--- config.mk ---
export PLATFORM = sky130hd
export DESIGN_NAME = dtlt_ctrl
export DESIGN_NICKNAME = d
export VERILOG_FILES = /design/src/design/device_table_lru_tracker_core_assert.svh /design/src/design/dtlt_pkg.sv /design/src/design/dtlt_ctrl.sv
export SDC_FILE = /design/constraint.sdc
export NUM_CORES = 1
export LEC_CHECK = 0
export BUFFER_PORTS_ARGS = -buffer_cell sky130_fd_sc_hd__buf_2
export CORE_AREA = 2 2 39 41
export CTS_BUF_LIST = sky130_fd_sc_hd__clkbuf_8
export DETAILED_ROUTE_END_ITERATION = 10
export DIE_AREA = 0 0 41 43
export PLACE_DENSITY = 0.39
export REMOVE_ABC_BUFFERS = 1
export SETUP_SLACK_MARGIN = 0.15
export SLEW_MARGIN = 15
export SYNTH_ARGS = -nofsm -noshare
export SYNTH_HDL_FRONTEND = slang
export SYNTH_SLANG_ARGS = --single-unit
--- constraint.sdc ---
create_clock -name clock -period 1.4 [get_ports clock]
set_input_delay 0.14 -clock clock [delete_from_list [all_inputs] [get_ports clock]]
set_output_delay 0.14 -clock clock [all_outputs]
set_load 0.01 [all_outputs]
--- src/design/device_table_lru_tracker_core_assert.svh ---
// ----------------------------------------------------------------------------
// Assertion macros
// Shared concurrent assertion forms for the device table tracker.
// ----------------------------------------------------------------------------
`ifndef DEVICE_TABLE_LRU_TRACKER_CORE_ASSERT_SVH
`define DEVICE_TABLE_LRU_TRACKER_CORE_ASSERT_SVH

// Checked on every clock edge outside reset.
`define DTLT_ASSERT(label, prop, msg) \
   label: assert property (@(posedge clock) disable iff (reset) prop) else $error(msg);

// Checked on every clock edge, reset included.
`define DTLT_ASSERT_ALWAYS(label, prop, msg) \
   label: assert property (@(posedge clock) prop) else $error(msg);

`endif

--- src/design/dtlt_pkg.sv ---
// ----------------------------------------------------------------------------
// dtlt_pkg
// Sizes, codes and shared types of the device table tracker.
// ----------------------------------------------------------------------------
package dtlt_pkg;

   localparam int TABLE_ENTRIES = 64;
   localparam int IDX_W         = $clog2(TABLE_ENTRIES);
   localparam int CNT_W         = $clog2(TABLE_ENTRIES + 1);

   localparam int PROTO_W = 8;
   localparam int DEV_W   = 32;
   localparam int CHAN_W  = 8;
   localparam int KEY_W   = PROTO_W + DEV_W + CHAN_W;
   localparam int TIME_W  = 48;
   localparam int MSG_W   = 32;
   localparam int SLOT_W  = 6;
   localparam int ACT_W   = 7;
   localparam int TMO_W   = 16;

   localparam int MS_PER_SECOND = 1000;
   localparam int MS_W          = 10;
   localparam int WIN_W         = TMO_W + MS_W;

   localparam logic [TMO_W-1:0] TIMEOUT_RESET = 16'd60;

   typedef enum logic {
      OP_UPDATE = 1'b0,
      OP_COUNT  = 1'b1
   } op_type;

   typedef struct packed {
      logic [KEY_W-1:0]  key;
      logic [TIME_W-1:0] latest;
      logic [TIME_W-1:0] origin;
      logic [MSG_W-1:0]  tally;
   } entry_type;

   // controller -> datapath
   typedef struct packed {
      logic load;     // latch the accepted word, clear scan state
      logic rd_en;    // read table at the scan address, advance it
      logic commit;   // write back the entry on update, load the output register
   } cmd_type;

   // datapath -> controller
   typedef struct packed {
      logic scan_last;  // scan address is at the last entry
      logic rsp_free;   // output register can take a word this cycle
   } status_type;

endpackage

--- src/design/dtlt_ctrl.sv ---
// ----------------------------------------------------------------------------
// dtlt_ctrl
// Sequencer: accept, scan the table, drain the read pipe, commit.
// ----------------------------------------------------------------------------
module dtlt_ctrl (
   input  logic                 clock,
   input  logic                 reset,
   input  logic                 req_valid,
   output logic                 req_ready,
   input  dtlt_pkg::status_type status,
   output dtlt_pkg::cmd_type    cmd
);
   import dtlt_pkg::*;

   typedef enum logic [3:0] {
      ST_IDLE   = 4'b0001,
      ST_SCAN   = 4'b0010,
      ST_DRAIN  = 4'b0100,
      ST_FINISH = 4'b1000
   } state_type;

   state_type state_ff, state_in;

   always_comb begin
      state_in   = state_ff;
      req_ready  = 1'b0;
      cmd        = '0;
      unique case (state_ff)
         ST_IDLE: begin
            req_ready = 1'b1;
            if (req_valid) begin
               cmd.load = 1'b1;
               state_in = ST_SCAN;
            end
         end
         ST_SCAN: begin
            cmd.rd_en = 1'b1;
            if (status.scan_last) state_in = ST_DRAIN;
         end
         ST_DRAIN: begin
            state_in = ST_FINISH;
         end
         ST_FINISH: begin
            if (status.rsp_free) begin
               cmd.commit = 1'b1;
               state_in   = ST_IDLE;
            end
         end
         default: state_in = ST_IDLE;
      endcase
   end

   always_ff @(posedge clock) begin
      if (reset) begin
         state_ff <= ST_IDLE;
      end else begin
         state_ff <= state_in;
      end
   end

endmodule

Word level (Yosys, flattened, before mapping)
Cells that the tools add are included.

Multiplexer cells: 10. Equality and inequality tests: 7. Reduce and logical (&&, ||, !) cells: 1.

Operators with widths (count): case mux 4 bit (4 select lines) (1); two-way mux 4 bit (3); two-way mux 1 bit (6); != test 2 bit (second input constant) (3); equality test 4 x 1 -> 1 bit (second input constant) (1); equality test 4 x 2 -> 1 bit (second input constant) (1); equality test 4 x 3 -> 1 bit (second input constant) (1); equality test 4 bit (second input constant) (1); AND reduction 3 bit (1).

Output and inout bits: 4. Register bits after elaboration: 4.

Longest topological paths before layout
Gate-level depths: netlist (run 1).

Depth in word-level cells: 3. Depth in mapped cells: 3.

Worst setup path before layout (run 1)
Ideal clock, no wire load.

Kind: reg-to-output. From: register state_ff[0]. To: output cmd[2] (netlist name). Cell stages (with the launch flop): 3. Slack: 0.106 ns. Arrival: 1.154 ns. Data required time: 1.260 ns. Cell sequence: dfxtp_1 > nor4b_1 > and2_1.

RTL lines: start: declaration (RTL line dtlt_ctrl.sv:22) `state_type state_ff, state_in;`; start signal: assignment (RTL line dtlt_ctrl.sv:57) `state_ff <= state_in;`; end: declaration (RTL line dtlt_ctrl.sv:11) `output dtlt_pkg::cmd_type cmd`.

Worst setup path in the final report (run 1)
From: register state_ff[2]. To: register state_ff[0].

Cells in the longest elaborated chain, start to end: 3. Elaborated cells between the ends (all ways): 9. Classes of those cells: eq/ne (7); mux (1); reduce/logical (1).

Ends and longest elaborated chain: equality test 4 x 2 -> 1 bit (tied with other cells) (RTL line dtlt_ctrl.sv:28) `unique case (state_ff)`; != test 2 bit (no line); AND reduction 3 bit (no line).

Parallel ways exist; a longest one is shown, timed or not. A chain may end at the register's enable or synchronous reset.

==> results of run 1 <==
-- layout by cell type, fill, tap and decap left out, drive strengths merged, types with 2 or more instances in the layout --
cell	count
dfxtp	4
buf	12
and2	2
clkbuf	3
nand2	2
nor3	2
-- cells by family (layout without fill, tap and decap cells) --
kind of cell | count (synthesis) | after routing | share of synthesized area
compound gates | 3 | 3 | 0.196
buf+inv | 0 | 15 | 0
flops | 4 | 4 | 0.381
simple gates | 13 | 13 | 0.423
-- per-layer routing --
metal,vias up,GRT usage
li1,106,-
met1,96,0.0804
met2,8,0.0938
met3,0,0.0314
met4,0,0.0800
met5,-,0
-- worst reg2reg max path, stage by stage (launching register included) --
cell and delay (ns):
dfxtp_4 0.34, or3b_4 0.41, a2111oi_4 0.33, a21oi_2 0.06
-- power breakdown --
| group | switching (mW) | total (mW) | leakage [nW] | internal (mW) |
|---|---|---|---|---|
| clock network | 0.0546 | 0.237 | 0.0216 | 0.183 |
| registers | 0.00265 | 0.118 | 0.0343 | 0.116 |
| logic | 0.0261 | 0.0524 | 0.100 | 0.0263 |
-- layout make-up --
| type | instances | share of cell area |
|---|---|---|
| multi-input cells | 16 | 0.392 |
| flip-flops and latches | 4 | 0.243 |
| repair buffers | 12 | 0.194 |
| clock buffers | 3 | 0.115 |
| well taps | 16 | 0.0556 |
-- metrics by stage --
stage / setup WS [ns] / cells / area, sq um / utilization / power [mW]
2_1_floorplan: 0.106 / 20 / 210 / - / 0.149
3_3_place_gp: 0.0901 / 46 / 285 / 0.206 / 0.173
3_5_place_dp: 0.0794 / 46 / 285 / 0.206 / 0.173
4_1_cts: 0.122 / 49 / 338 / 0.244 / 0.416
5_1_grt: 0.0516 / 51 / 360 / 0.260 / 0.424
6_report: 0.132 / 51 / 360 / 0.260 / 0.408
-- worst paths after layout --
| kind | to | slack [ns] | cells past startpoint |
|---|---|---|---|
| worst min-delay path | state_ff[3]$_SDFFE_PP0P_ | 0.12 | 2 |
| worst max register to register | state_ff[0]$_SDFFE_PP1P_ | 0.13 | 3 |
| worst max-delay path | state_ff[0]$_SDFFE_PP1P_ | 0.13 | 3 |
| worst min register to register | state_ff[3]$_SDFFE_PP0P_ | 0.55 | 2 |
-- what timing repair did --
| action | in CTS | in global routing |
|---|---|---|
| setup endpoints to repair | 3 | 4 |
| gates resized for setup | 4 | 2 |
| hold endpoints to repair | 0 | 0 |
| pin swaps | 0 | 0 |
| buffers inserted | 0 | 2 |
==> results.yml, run 1 <==
outcome:
  status: "completed"
critical_path:
  critPathLaunch: "state_ff[2]$_SDFFE_PP0P_"
  crit_buf_inv: 0
  crit_type: "reg -> reg"
  cp-end-kind: "flip-flop"
  cp-start-kind: "flip-flop"
  crit_required_ns: 1.48
  worst_ep_arrival_time_ns: 1.35
  r2r-start: "state_ff[2]$_SDFFE_PP0P_"
  crit_chain: "or3b_4 -> a2111oi_4 -> a21oi_2"
  cp_slowest_cell: "or3b_4"
  cp_max_fo: 5
  path_delay_family: "simple AND/OR/NAND/NOR gates"
  crit_path_max_incr_delay_ns: 0.41
timing:
  holdWs_ns: 0.121
  max_freq_ghz: 0.789
  max_slew_margin: 0.752
  rsz0062_at_grt: "yes"
  setup_viol_count_final: 0
  skew_ns: 0.00315
  finalCritPeriodShare: 0.905
  finalHoldViolCount: 0
  slew_viol_final: 0
  period_needed_ns: 1.27
  finalSetupTns_ns: 0
  worstMarginPinSlew_ns: 0.369
synthesis:
  synth_cell_types: 14
  synthTopCellsByArea: "dfxtp_1 38%, a2111oi_4 13%, and2_1 6.0%"
  synth_most_common_cell: "dfxtp_1"
  ys_ff_latch: 4
  synth_common_cells: "4 x dfxtp_1, 2 x and2_1, 2 x nand2_1, 2 x nor3_1"
  synth_top_cell_by_area: "dfxtp_1"
  synth-edff-count: 0
  ys_warn_count: 0
  synth_area_sq_um: 210
  synth_top_cell_area_share: 0.381
  ys.flop_type: "dfxtp_1"
  postSynth.asyncResetShare: 0
  syn_inst: 20
  ys_seq_area_frac: 0.381
  avgSynthCellArea_sq_um: 10.5
finish:
  antennaDiodeCount: 0
  area_growth_syn_to_layout_pct: 71.4
  fin_nets: 42
  largest-register: "state_ff"
  drive_above_1_share: 0.657
  largest_register_ffs: 4
  fillers: 151
  multi_input_area_sq_um: 141
  seq_area_sq_um: 87.6
  reg_top3: "state_ff (4)"
global_routing:
  grt_max_degree: 7
  grt_use_total: 0.0733
  overflow: 0
  first_global_vias: 208
  grt_pass1_wl_microns: 793
  antenna_found_initial: 0
cts:
  clkSinkCount: 4
  clk_pin_slew_ns: 0.03
  ctsRootBufferMaster: "clkbuf_8"
  clk_latency_ns: 0.22
  clockBufferDepth: 2
  holdBufCountCts: 0
  cts_made_buffers: 3
  h-tree-depth: 1
  cts_tree: "yes"
worst_hold_path:
  hold_class: "in -> reg"
  hold_start: "reset"
power:
  vdd_ir_drop_max_uv: 384
  leakage_nw: 0.156
  power.density_nw_per_um2: 1130
drt:
  routedLengthMet1_microns: 209
  top_layer_used: "met3"
  drcViolationCount: 0
  ant_nets: 0
  dr.pass1.iters: 4
  met2_wirelength_microns: 280
  drt-vias-per-instance: 4.12
  post_drt_wl_per_cell_microns: 10.6
  wirelength_microns: 539
  met3_length_microns: 48
  vias: 210
  drtIter0Drc: 6
die:
  die_h_microns: 43
  die_area_sq_um: 1760
  die_w_microns: 41
  core-area_sq_um: 1380
  start_util: 0.152
  io_pins: 9
  rows: 14
placement:
  io_buffers: 8
  gp_congestion: 0.733
flow_run:
  maxCapViolations: 0
Power figures use the tool's default switching activity.
==> run 2, diff against run 1 <==
- SETUP_SLACK_MARGIN: 0.15 -> 0.05
==> results.yml, run 2 (synthesis results as in run 1) <==
timing:
  finalCritPeriodShare: 0.915
  slew_viol_final: 0
  setup_viol_count_final: 0
  worstMarginPinSlew_ns: 0.379
  max_slew_margin: 0.745
  period_needed_ns: 1.28
  rsz0062_at_grt: "yes"
  finalHoldViolCount: 0
  skew_ns: 0.00390
  finalSetupTns_ns: 0
  max_freq_ghz: 0.781
finish:
  drive_above_1_share: 0.606
  final_common_cell: "buf_2"
  fin_nets: 40
  largest-register: "state_ff"
  mostFrequentLayoutCells: "8 x buf_2, 3 x clkbuf_8"
  post-route-util: 0.242
  area_growth_syn_to_layout_pct: 59.5
  reg_top3: "state_ff (4)"
  antennaDiodeCount: 0
  largest_register_ffs: 4
critical_path:
  timing.rr.end: "state_ff[0]$_SDFFE_PP1P_"
  worst_ep_arrival_time_ns: 1.36
  r2r-start: "state_ff[3]$_SDFFE_PP0P_"
  cp-end-kind: "flip-flop"
  crit_required_ns: 1.48
  worst-r2r-setup-slack_ns: 0.12
  crit_type: "reg -> reg"
  r2r_cells: 3
  cp-start-kind: "flip-flop"
  cp_max_fo: 6
cts:
  h-tree-depth: 1
  clk_latency_ns: 0.21
  clk_pin_slew_ns: 0.03
  clkSinkCount: 4
  cts_tree: "yes"
  cts_made_buffers: 3
  clockBufferDepth: 2
  ctsRootBufferMaster: "clkbuf_8"
worst_hold_path:
  min_to: "state_ff[3]$_SDFFE_PP0P_"
  whs_path_depth: 2
  hold_class: "in -> reg"
  hold_start: "reset"
drt:
  dr.pass1.iters: 4
  drtIter0Drc: 7
  post_drt_wl_per_cell_microns: 10.2
  drt-vias-per-instance: 4.06
  wirelength_microns: 500
  vias: 199
  ant_nets: 0
  drcViolationCount: 0
global_routing:
  grt_pass1_wl_microns: 759
  overflow: 0
  grt_max_degree: 7
  first_global_vias: 197
  grt_use_total: 0.0703
  antenna_found_initial: 0
power:
  leakage_nw: 0.140
  power.density_nw_per_um2: 1230
  vdd_ir_drop_max_uv: 381
die:
  rows: 14
  die_h_microns: 43
  die_w_microns: 41
  die_area_sq_um: 1760
  start_util: 0.152
  io_pins: 9
  core-area_sq_um: 1380
outcome:
  status: "completed"
placement:
  gp_congestion: 0.733
  io_buffers: 8
flow_run:
  maxCapViolations: 0
run 2: cell type report:
cell class | instances | area (sq um)
Fill cell | 151 | 1050
Timing Repair Buffer | 10 | 55.1
Multi-Input combinational cell | 16 | 136
Clock buffer | 3 | 41.3
Tap cell | 16 | 20.0
Sequential cell | 4 | 82.6
run 2: worst max-delay path: stages, from the launching register on:
cell	delay, ns
dfxtp_2	0.36
or3b_4	0.40
a2111oi_4	0.33
a21oi_2	0.06
run 2: worst max-delay path by stage:
stage,start,to,slack [ns],cells after the start
floorplan,state_ff[0]$_SDFFE_PP1P_,cmd[2],0.11,2
global placement,state_ff[3]$_SDFFE_PP0P_,state_ff[0]$_SDFFE_PP1P_,0.09,3
detailed placement,state_ff[3]$_SDFFE_PP0P_,state_ff[0]$_SDFFE_PP1P_,0.08,3
CTS,state_ff[2]$_SDFFE_PP0P_,cmd[2],0.07,3
global route,state_ff[0]$_SDFFE_PP1P_,cmd[1],0.05,4
finish,state_ff[3]$_SDFFE_PP0P_,state_ff[0]$_SDFFE_PP1P_,0.12,3
run 2: stage by stage:
| step | hold slack (ns) | worst slack, ns | power (mW) | cells | cell area [sq um] |
|---|---|---|---|---|---|
| floorplan | 0.211 | 0.106 | 0.149 | 20 | 210 |
| global placement | 0.354 | 0.0901 | 0.173 | 46 | 285 |
| detailed placement | 0.353 | 0.0794 | 0.173 | 46 | 285 |
| CTS | 0.128 | 0.0666 | 0.416 | 49 | 327 |
| global route | 0.123 | 0.0483 | 0.427 | 49 | 335 |
| finish | 0.123 | 0.119 | 0.411 | 49 | 335 |
run 2: what timing repair did:
action	in CTS	in global routing
endpoints found under the hold margin	0	0
endpoints found under the setup margin	0	2
resized for setup	0	3
hold buffers	0	0
buffers inserted	0	0
run 2: layer usage:
metal / share of wire / GRT usage
met5: 0 / 0
met4: 0 / 0.0800
met3: 0.10 / 0.0314
met2: 0.48 / 0.0875
met1: 0.42 / 0.0772
run 2: where the power goes:
| group | leakage (nW) | total [mW] | switching, mW | internal, mW |
|---|---|---|---|---|
| registers | 0.0337 | 0.122 | 0.00271 | 0.119 |
| clock network | 0.0216 | 0.237 | 0.0542 | 0.183 |
| logic | 0.0843 | 0.0518 | 0.0259 | 0.0259 |
| total | 0.140 | 0.411 | 0.0828 | 0.328 |
==> run 3, diff against run 2 <==
--- a/config.mk
+++ b/config.mk
@@ -14,5 +14,5 @@
 export REMOVE_ABC_BUFFERS = 1
 export SETUP_SLACK_MARGIN = 0.05
-export SLEW_MARGIN = 15
+export SLEW_MARGIN = 20
 export SYNTH_ARGS = -nofsm -noshare
 export SYNTH_HDL_FRONTEND = slang
==> constraint.sdc (replaced) <==
create_clock -name clock -period 1.4 [get_ports clock]
set_input_delay 0.14 -clock clock [delete_from_list [all_inputs] [get_ports clock]]
set_output_delay 0.14 -clock clock [all_outputs]
set_load 0.005 [all_outputs]
==> results.yml, run 3 (synthesis results as in run 1) <==
finish:
  final_cells: 49
  antennaDiodeCount: 0
  largest_register_ffs: 4
  fin_nets: 40
  seq_area_sq_um: 82.6
  multi_input_area_sq_um: 130
  drive_above_1_share: 0.576
  area_growth_syn_to_layout_pct: 56.5
  final_common_cell: "buf_2"
  mostFrequentLayoutCells: "8 x buf_2, 3 x clkbuf_8"
  reg_top3: "state_ff (4)"
  fillers: 149
  largest-register: "state_ff"
die:
  die_h_microns: 43
  start_util: 0.152
  die_w_microns: 41
  die_area_sq_um: 1760
  rows: 14
  io_pins: 9
  core-area_sq_um: 1380
global_routing:
  grt_use_total: 0.0703
  antenna_found_initial: 0
  first_global_vias: 197
  overflow: 0
  grt_max_degree: 7
  grt_pass1_wl_microns: 759
timing:
  setup_viol_count_final: 0
  skew_ns: 0.00390
  holdWs_ns: 0.123
  finalSetupTns_ns: 0
  rsz0062_at_grt: "yes"
  max_freq_ghz: 0.784
  worstMarginPinSlew_ns: 0.379
  max_slew_margin: 0.745
  finalCritPeriodShare: 0.911
  slew_viol_final: 0
  finalHoldViolCount: 0
  period_needed_ns: 1.28
power:
  pwr-share-seq: 0.300
  p_int_mw: 0.327
  combinationalPowerShare: 0.117
  switchingPower_mw: 0.0796
  power.density_nw_per_um2: 1230
  p_sw_frac: 0.196
  vdd_ir_drop_max_uv: 381
  leakage_nw: 0.137
  p_clk_frac: 0.583
cts:
  cts_tree: "yes"
  ctsRootBufferMaster: "clkbuf_8"
  holdBufCountCts: 0
  clockBufferDepth: 2
  h-tree-depth: 1
  cts_made_buffers: 3
  clkSinkCount: 4
  clk_pin_slew_ns: 0.03
  clk_latency_ns: 0.21
drt:
  drtIter0Drc: 7
  dr.pass1.iters: 4
  wirelength_microns: 491
  vias: 199
  post_drt_wl_per_cell_microns: 10.0
  drcViolationCount: 0
  drt-vias-per-instance: 4.06
  ant_nets: 0
critical_path:
  crit_type: "reg -> out"
  cp-start-kind: "flip-flop"
  cp_max_fo: 6
  r2r_cells: 3
  worst_ep_arrival_time_ns: 1.14
  cp-end-kind: "primary output"
  crit_required_ns: 1.26
placement:
  io_buffers: 8
  dpl.cell_count: 46
  gp_congestion: 0.733
worst_hold_path:
  hold_class: "in -> reg"
  whs_path_depth: 2
flow_run:
  maxCapViolations: 0
outcome:
  status: "completed"
-- run 3: final timing paths --
path | from | endpoint | slack, ns
worst max-delay path | state_ff[2]$_SDFFE_PP0P_ | cmd[2] | 0.12
worst min-delay path | reset | state_ff[3]$_SDFFE_PP0P_ | 0.12
worst max register to register | state_ff[3]$_SDFFE_PP0P_ | state_ff[0]$_SDFFE_PP1P_ | 0.13
worst min register to register | state_ff[0]$_SDFFE_PP1P_ | state_ff[3]$_SDFFE_PP0P_ | 0.54
-- run 3: layout make-up --
class / count / share of cell area
Clock buffer: 3 / 0.125
Timing Repair Buffer: 10 / 0.167
Sequential cell: 4 / 0.251
Tap cell: 16 / 0.0608
Multi-Input combinational cell: 16 / 0.395
-- run 3: timing repair --
action / CTS / global route
buffers inserted: 0 / 0
setup endpoints to repair: 0 / 2
resized for setup: 0 / 2
-- run 3: critical path, cell delays in order, from the launching register on --
cell and delay, ns:
dfxtp_2 0.33, nor4b_1 0.32, and2_1 0.17, buf_2 0.10
-- run 3: metal layers --
metal | vias up | wire length (microns) | track usage
li1 | 102 | - | -
met5 | - | 0 | 0
met2 | 8 | 231 | 0.0875
met1 | 89 | 209 | 0.0772
met4 | 0 | 0 | 0.0800
met3 | 0 | 51 | 0.0314
-- run 3: power groups by stage --
stage          Clock (mW)  Sequential, mW  Combinational (mW)
3_3_place_gp            0           0.123              0.0463
4_1_cts             0.243           0.122              0.0481
2_1_floorplan           0           0.127              0.0186
5_1_grt             0.248           0.122              0.0517
6_report            0.237           0.122              0.0475
3_5_place_dp            0           0.123              0.0471
-- run 3: stage by stage --
step | setup slack, ns | area, sq um | utilization | power, mW
finish | 0.124 | 329 | 0.238 | 0.406
global route | 0.0354 | 329 | 0.238 | 0.422
CTS | 0.0676 | 327 | 0.236 | 0.413
detailed placement | 0.0794 | 285 | 0.206 | 0.170
global placement | 0.0901 | 285 | 0.206 | 0.170
floorplan | 0.166 | 210 | - | 0.146
